## src/qts_pkg.sv

```systemverilog
// Shared constants and codes for the quadrant texture scaler.
package qts_pkg;

    localparam int TEXEL_COUNT_DEF = 65536;

    localparam int CFG_W = 13;
    localparam logic [CFG_W-1:0] COLS_RESET = 13'd256;
    localparam logic [CFG_W-1:0] ROWS_RESET = 13'd256;

    localparam logic REG_IMAGE_COLS = 1'b0;
    localparam logic REG_IMAGE_ROWS = 1'b1;

    localparam logic CMD_LOAD   = 1'b0;
    localparam logic CMD_SAMPLE = 1'b1;

    // divider geometry: 25-bit dividend, 13-bit divisor, one quotient bit per stage
    localparam int DIV_N = 25;
    localparam int DIV_D = 13;

    typedef enum logic [1:0] {
        ERR_OK    = 2'd0,
        ERR_RECT  = 2'd1,
        ERR_RANGE = 2'd2
    } err_t;

endpackage

```

## src/qts_div_pipe.sv

```systemverilog
// Pipelined restoring divider, one quotient bit per register stage.
module qts_div_pipe #(
    parameter int N = qts_pkg::DIV_N,
    parameter int D = qts_pkg::DIV_D
) (
    input  logic         aclk,
    input  logic         en,
    input  logic [N-1:0] dividend,
    input  logic [D-1:0] divisor,
    output logic [N-1:0] quotient
);

    logic [N-1:0] dq_reg  [N];
    logic [D-1:0] rem_reg [N-1];
    logic [D-1:0] dvs_reg [N-1];

    genvar g;
    for (g = 0; g < N; g++) begin : g_step
        logic [D-1:0] rem_in;
        logic [N-1:0] dq_in;
        logic [D-1:0] dvs_in;
        logic [D:0]   trial;
        logic         qbit;
        logic [D-1:0] rem_next;
        logic [N-1:0] dq_next;

        if (g == 0) begin : g_first
            assign rem_in = '0;
            assign dq_in  = dividend;
            assign dvs_in = divisor;
        end else begin : g_rest
            assign rem_in = rem_reg[g-1];
            assign dq_in  = dq_reg[g-1];
            assign dvs_in = dvs_reg[g-1];
        end

        assign trial    = {rem_in, dq_in[N-1]};
        assign qbit     = (trial >= {1'b0, dvs_in});
        assign rem_next = qbit ? D'(trial - {1'b0, dvs_in}) : trial[D-1:0];
        assign dq_next  = {dq_in[N-2:0], qbit};

        always_ff @(posedge aclk) begin
            if (en) begin
                dq_reg[g] <= dq_next;
            end
        end

        if (g < N - 1) begin : g_keep
            always_ff @(posedge aclk) begin
                if (en) begin
                    rem_reg[g] <= rem_next;
                    dvs_reg[g] <= dvs_in;
                end
            end
        end
    end

    assign quotient = dq_reg[N-1];

endmodule

```

## config.mk

```make
export PLATFORM = sky130hd
export DESIGN_NAME = qts_div_pipe
export DESIGN_NICKNAME = d
export VERILOG_FILES = /design/src/qts_pkg.sv /design/src/qts_div_pipe.sv
export SDC_FILE = /design/constraint.sdc
export NUM_CORES = 2
export LEC_CHECK = 0
export BUFFER_PORTS_ARGS = -buffer_cell sky130_fd_sc_hd__buf_2
export CAP_MARGIN = 20
export CORE_MARGIN = 5
export CORE_UTILIZATION = 30
export DETAILED_ROUTE_END_ITERATION = 8
export PLACE_DENSITY_LB_ADDON = 0.05
export SLEW_MARGIN = 15
export SYNTH_ARGS = -nofsm -noshare
export SYNTH_HDL_FRONTEND = slang
export SYNTH_SLANG_ARGS = --single-unit
```

## constraint.sdc

```tcl
create_clock -name aclk -period 4 [get_ports aclk]
set_clock_uncertainty 0.05 [all_clocks]
set_input_delay 0.6 -clock aclk [delete_from_list [all_inputs] [get_ports aclk]]
set_output_delay 0.6 -clock aclk [all_outputs]
set_load 0.02 [all_outputs]
```

==> metrics.csv <==
stage,metric,value,unit
sta,"Hold Vio Cnt, Final",0,
power,power per standard cell area,746,mW/mm2
run,Max-cap violations,0,
yosys,synthesized area,0.0557,mm2
layout,fin nets,4586,
power,Int Pwr,32.4,mW
floorplanning,core area,0.185,mm2
sta,post-layout min period,3.43,ns
cts,worst skew pair latency,0.78,ns
yosys,Synth Area in Adders,7.89,%
global_routing,vias in the first global route,31000,
global_routing,largest net degree at the start of global routing,141,
critical_path,Worst Reg2Reg Path Length in Cells,11,
critical_path,worst-path maximum fanout,13,
critical_path,RR Startpoint,dq_reg[1][49]$_DFFE_PP_,
layout,area delta synth->final,15.8,%
min_path,worst hold stages,3,
critical_path,Worst setup EP type,flip-flop,
detailed_routing,final WL,112000,um
yosys,Synth Area in Compound Gates,9.13,%
critical_path,critical path class,flip-flop to flip-flop,
power,Gate power share,32.3,%
critical_path,Worst EP arrival,3.90,ns
power,Pleak,24.8,nW
sta,setup violators final,0,
global_routing,antenna violations before repair,4,
power,Reg power frac,40.4,%
sta,setup_tns,0,ns
power,Final Power,48.1,mW
yosys,Synth Net Count,4360,
placed_design,HPWL Detailed,78400,um
power,peak supply drop,0.000356,V
critical_path,crit-path cells,inv_1 > ha_1 > inv_1 > fa_1 > a21o_1 > a21oi_2 > o21ai_1 > o21bai_1 > a21oi_1 > or4_1 > mux2_1,
floorplanning,DIE WIDTH,441,um
critical_path,Reg2Reg Setup Slack,0.57,ns
yosys,main combinational cell family by area after synthesis,compound AO/OA/AOI/OAI gates,
cts,clock tree buffer depth,3,
yosys,mux cell area share after synthesis,2.21,%
layout,final std cells w/o fill,6811,
cts,clk root buf,clkbuf_16,
cts,H-tree depth,4,
sta,fin crit share,85.7,%
global_routing,first-pass GRT wire length,178000,um
status,outcome,finished clean,
layout,number of flip-flops in the largest register,625,
layout,"Core Util, Final",34.8,%
cts,Post-CTS Setup Bufs,0,
floorplanning,Die Height,441,um
critical_path,CP peak stage delay,0.77,ns
floorplanning,I/O pins,65,
detailed_routing,Routed wire per std cell,16.5,um
floorplanning,die area,0.194,mm2
yosys,post-synthesis sequential area ratio,67.4,%
min_path,worst hold path startpoint,dividend[24],
critical_path,Reg-to-Reg End,rem_reg[2][28]$_DFFE_PP_,
global_routing,GRT Overall Usage,11.6,%
sta,RSZ-0062 raised after global routing,false,
yosys,Synth cell types,74,
cts,Clock transition at path regs,0.06,ns
power,P_sw,15.7,mW
critical_path,Setup crit start kind,flip-flop,
detailed_routing,vias after detailed routing,30100,
cts,Clock Sinks,1249,
placed_design,RD Place Congestion,0.767,
placed_design,Cells after DPL,6497,
critical_path,critical path's most frequent cell,inv_1,
yosys,Post-Synth XOR/XNOR Area,3.35,%
sta,max frequency,292,MHz
yosys,"EDFF count, synth",1249,
detailed_routing,post-route ant nets,0,
power,Clk network pwr share,27.3,%
detailed_routing,DRC violations left,0,
sta,worst-margin pin slew,0.980,ns
global_routing,grt ovf,0,
yosys,Synth Register Bits,1249,
placed_design,IO Port Bufs,64,
min_path,Hold Crit Class,input pin to flip-flop,
min_path,worst hold path endpoint,rem_reg[0][0]$_DFFE_PP_,
cts,Num CTS Buffers,153,
detailed_routing,drt via density,4.42,
sta,Worst slew margin,34.6,%
layout,fraction of layout cells with a size suffix above 1,8.73,%
sta,Slew Limit Fails,0,
floorplanning,initial core utilization,30.1,%
floorplanning,FP Rows,158,
yosys,"Top FF cell, synth",edfxtp_1,
power,switching share of total power,32.6,%
yosys,Mean Syn Cell Area,14.0,um2
yosys,yosys warns,0,
layout,fin area,0.0644,mm2
cts,CTS tree,yes,
detailed_routing,Iteration-0 DRC Markers,1761,
yosys,Post-Syn Instances,3983,
placed_design,placed cell areas,0.0593,mm2
critical_path,Worst EP required,4.47,ns
critical_path,"Slowest-stage cell, CP",or4_1,
layout,Fill cells,18000,
yosys,Post-Synth Simple-Gate Area,6.43,%
yosys,asr flop ratio synth,0,%
detailed_routing,drt pass-1 iters,5,
==> per-stage QoR <==
stage / hold slack, ns / setup WS (ns)
after detailed placement: 0.355 / 0.592
after global placement: 0.350 / 0.612
final: 0.127 / 0.571
after CTS: 0.0283 / 0.573
after floorplan: 0.350 / 1.06
after global routing: 0.0853 / 0.347
==> power groups by stage <==
stage	Clock (mW)	Sequential, mW	Combinational (mW)
5_1_grt	14.3	19.7	17.6
4_1_cts	13.8	19.5	15.7
6_report	13.1	19.4	15.5
2_1_floorplan	0	18.9	12.0
3_3_place_gp	0	19.8	15.7
3_5_place_dp	0	19.8	15.6
==> synth_stat cells (9+ instances only) <==
library cell / count / area [um2]
or4_1: 10 / 75.1
nor2_1: 169 / 634
nand2_1: 268 / 1010
a211o_1: 9 / 78.8
nand3_1: 47 / 235
xor2_1: 94 / 823
edfxtp_1: 1249 / 37500
nor4_1: 16 / 100
a21o_1: 114 / 856
o21ai_1: 173 / 866
clkbuf_1: 37 / 139
buf_2: 14 / 70.1
nand3b_1: 9 / 67.6
inv_1: 404 / 1520
xnor2_1: 119 / 1040
a211oi_1: 13 / 97.6
o21ai_0: 88 / 440
fa_1: 23 / 460
o21bai_1: 35 / 263
o211ai_1: 10 / 75.1
mux2_1: 72 / 811
buf_4: 25 / 188
a21oi_1: 212 / 1060
o31ai_1: 18 / 135
o21a_1: 28 / 210
nor2b_1: 32 / 200
nand2b_1: 57 / 357
and3_1: 16 / 100
a31oi_1: 27 / 169
inv_2: 13 / 48.8
ha_1: 314 / 3930
mux2i_1: 21 / 210
nand4_1: 37 / 231
nor3_1: 65 / 325
a21boi_0: 13 / 97.6
==> per-layer routing <==
layer	vias to the layer above	wire length [um]	GRT usage (%)
met5	-	0	0
met3	208	4090	2.36
met1	14300	52500	15.5
li1	15200	-	-
met4	0	3000	3.77
met2	417	52500	19.0
==> cell families after synthesis <==
kind of cell | after synthesis
xor+xnor | 213
simple gates | 759
mux | 109
flops | 1249
fa+ha+maj | 337
buf+inv | 502
compound gates | 814
==> critical path, delay by kind of cell (launching register included) <==
| family | cells | cell delay, ns |
|---|---|---|
| compound gates | 5 | 0.82 |
| fa+ha+maj | 2 | 0.56 |
| buf+inv | 2 | 0.15 |
| flops | 1 | 0.38 |
| mux | 1 | 0.45 |
| simple gates | 1 | 0.77 |
==> final cells by class <==
cell class	instances	area (um2)	area share, %
sequential	1249	37500	58.2
multi-input combinational	2232	16200	25.1
clock buffer	187	4000	6.20
tap	2480	3100	4.81
inverter	419	1570	2.44
timing repair buffer	154	1320	2.04
clock inverter	88	762	1.18
antenna	2	5.00	0.00777
==> cell usage in the layout, fill, tap and decap left out, types with 13 or more instances in the layout <==
| master | instances |
|---|---|
| buf_12 | 18 |
| and3_1 | 16 |
| nand2_1 | 268 |
| mux2i_1 | 21 |
| dlygate4sd3_1 | 37 |
| edfxtp_1 | 1249 |
| inv_2 | 13 |
| o21ai_0 | 88 |
| nand4_1 | 37 |
| a21oi_1 | 212 |
| a21boi_0 | 13 |
| o21bai_1 | 35 |
| a211oi_1 | 13 |
| nor2b_1 | 32 |
| a31oi_1 | 27 |
| fa_1 | 23 |
| a21o_1 | 114 |
| clkbuf_1 | 32 |
| xor2_1 | 94 |
| buf_2 | 63 |
| nor3_1 | 65 |
| buf_4 | 36 |
| ha_1 | 314 |
| o31ai_1 | 18 |
| nand2b_1 | 57 |
| mux2_1 | 72 |
| xnor2_1 | 119 |
| clkinv_2 | 17 |
| nor2_1 | 169 |
| nand3_1 | 47 |
| o21a_1 | 28 |
| o21ai_1 | 173 |
| clkbuf_16 | 155 |
| inv_1 | 404 |
| clkinv_1 | 42 |
| nor4_1 | 16 |
==> what timing repair did <==
action                    4_1_cts  5_1_grt
hold buffers                   37        0
hold endpoints to repair       37        0
resized for setup               0        0
==> worst max-delay path by stage <==
stage                                  from                       end  depth (start not counted)
floorplan           dq_reg[1][49]$_DFFE_PP_  rem_reg[2][30]$_DFFE_PP_                         13
global placement    dq_reg[1][49]$_DFFE_PP_  rem_reg[2][27]$_DFFE_PP_                         11
detailed placement  dq_reg[0][74]$_DFFE_PP_  rem_reg[0][43]$_DFFE_PP_                         11
CTS                 dq_reg[1][49]$_DFFE_PP_  rem_reg[2][28]$_DFFE_PP_                         11
global route        dq_reg[1][49]$_DFFE_PP_  rem_reg[2][28]$_DFFE_PP_                         11
finish              dq_reg[1][49]$_DFFE_PP_  rem_reg[2][28]$_DFFE_PP_                         11
No activity file was read; power rests on OpenSTA's default activity.
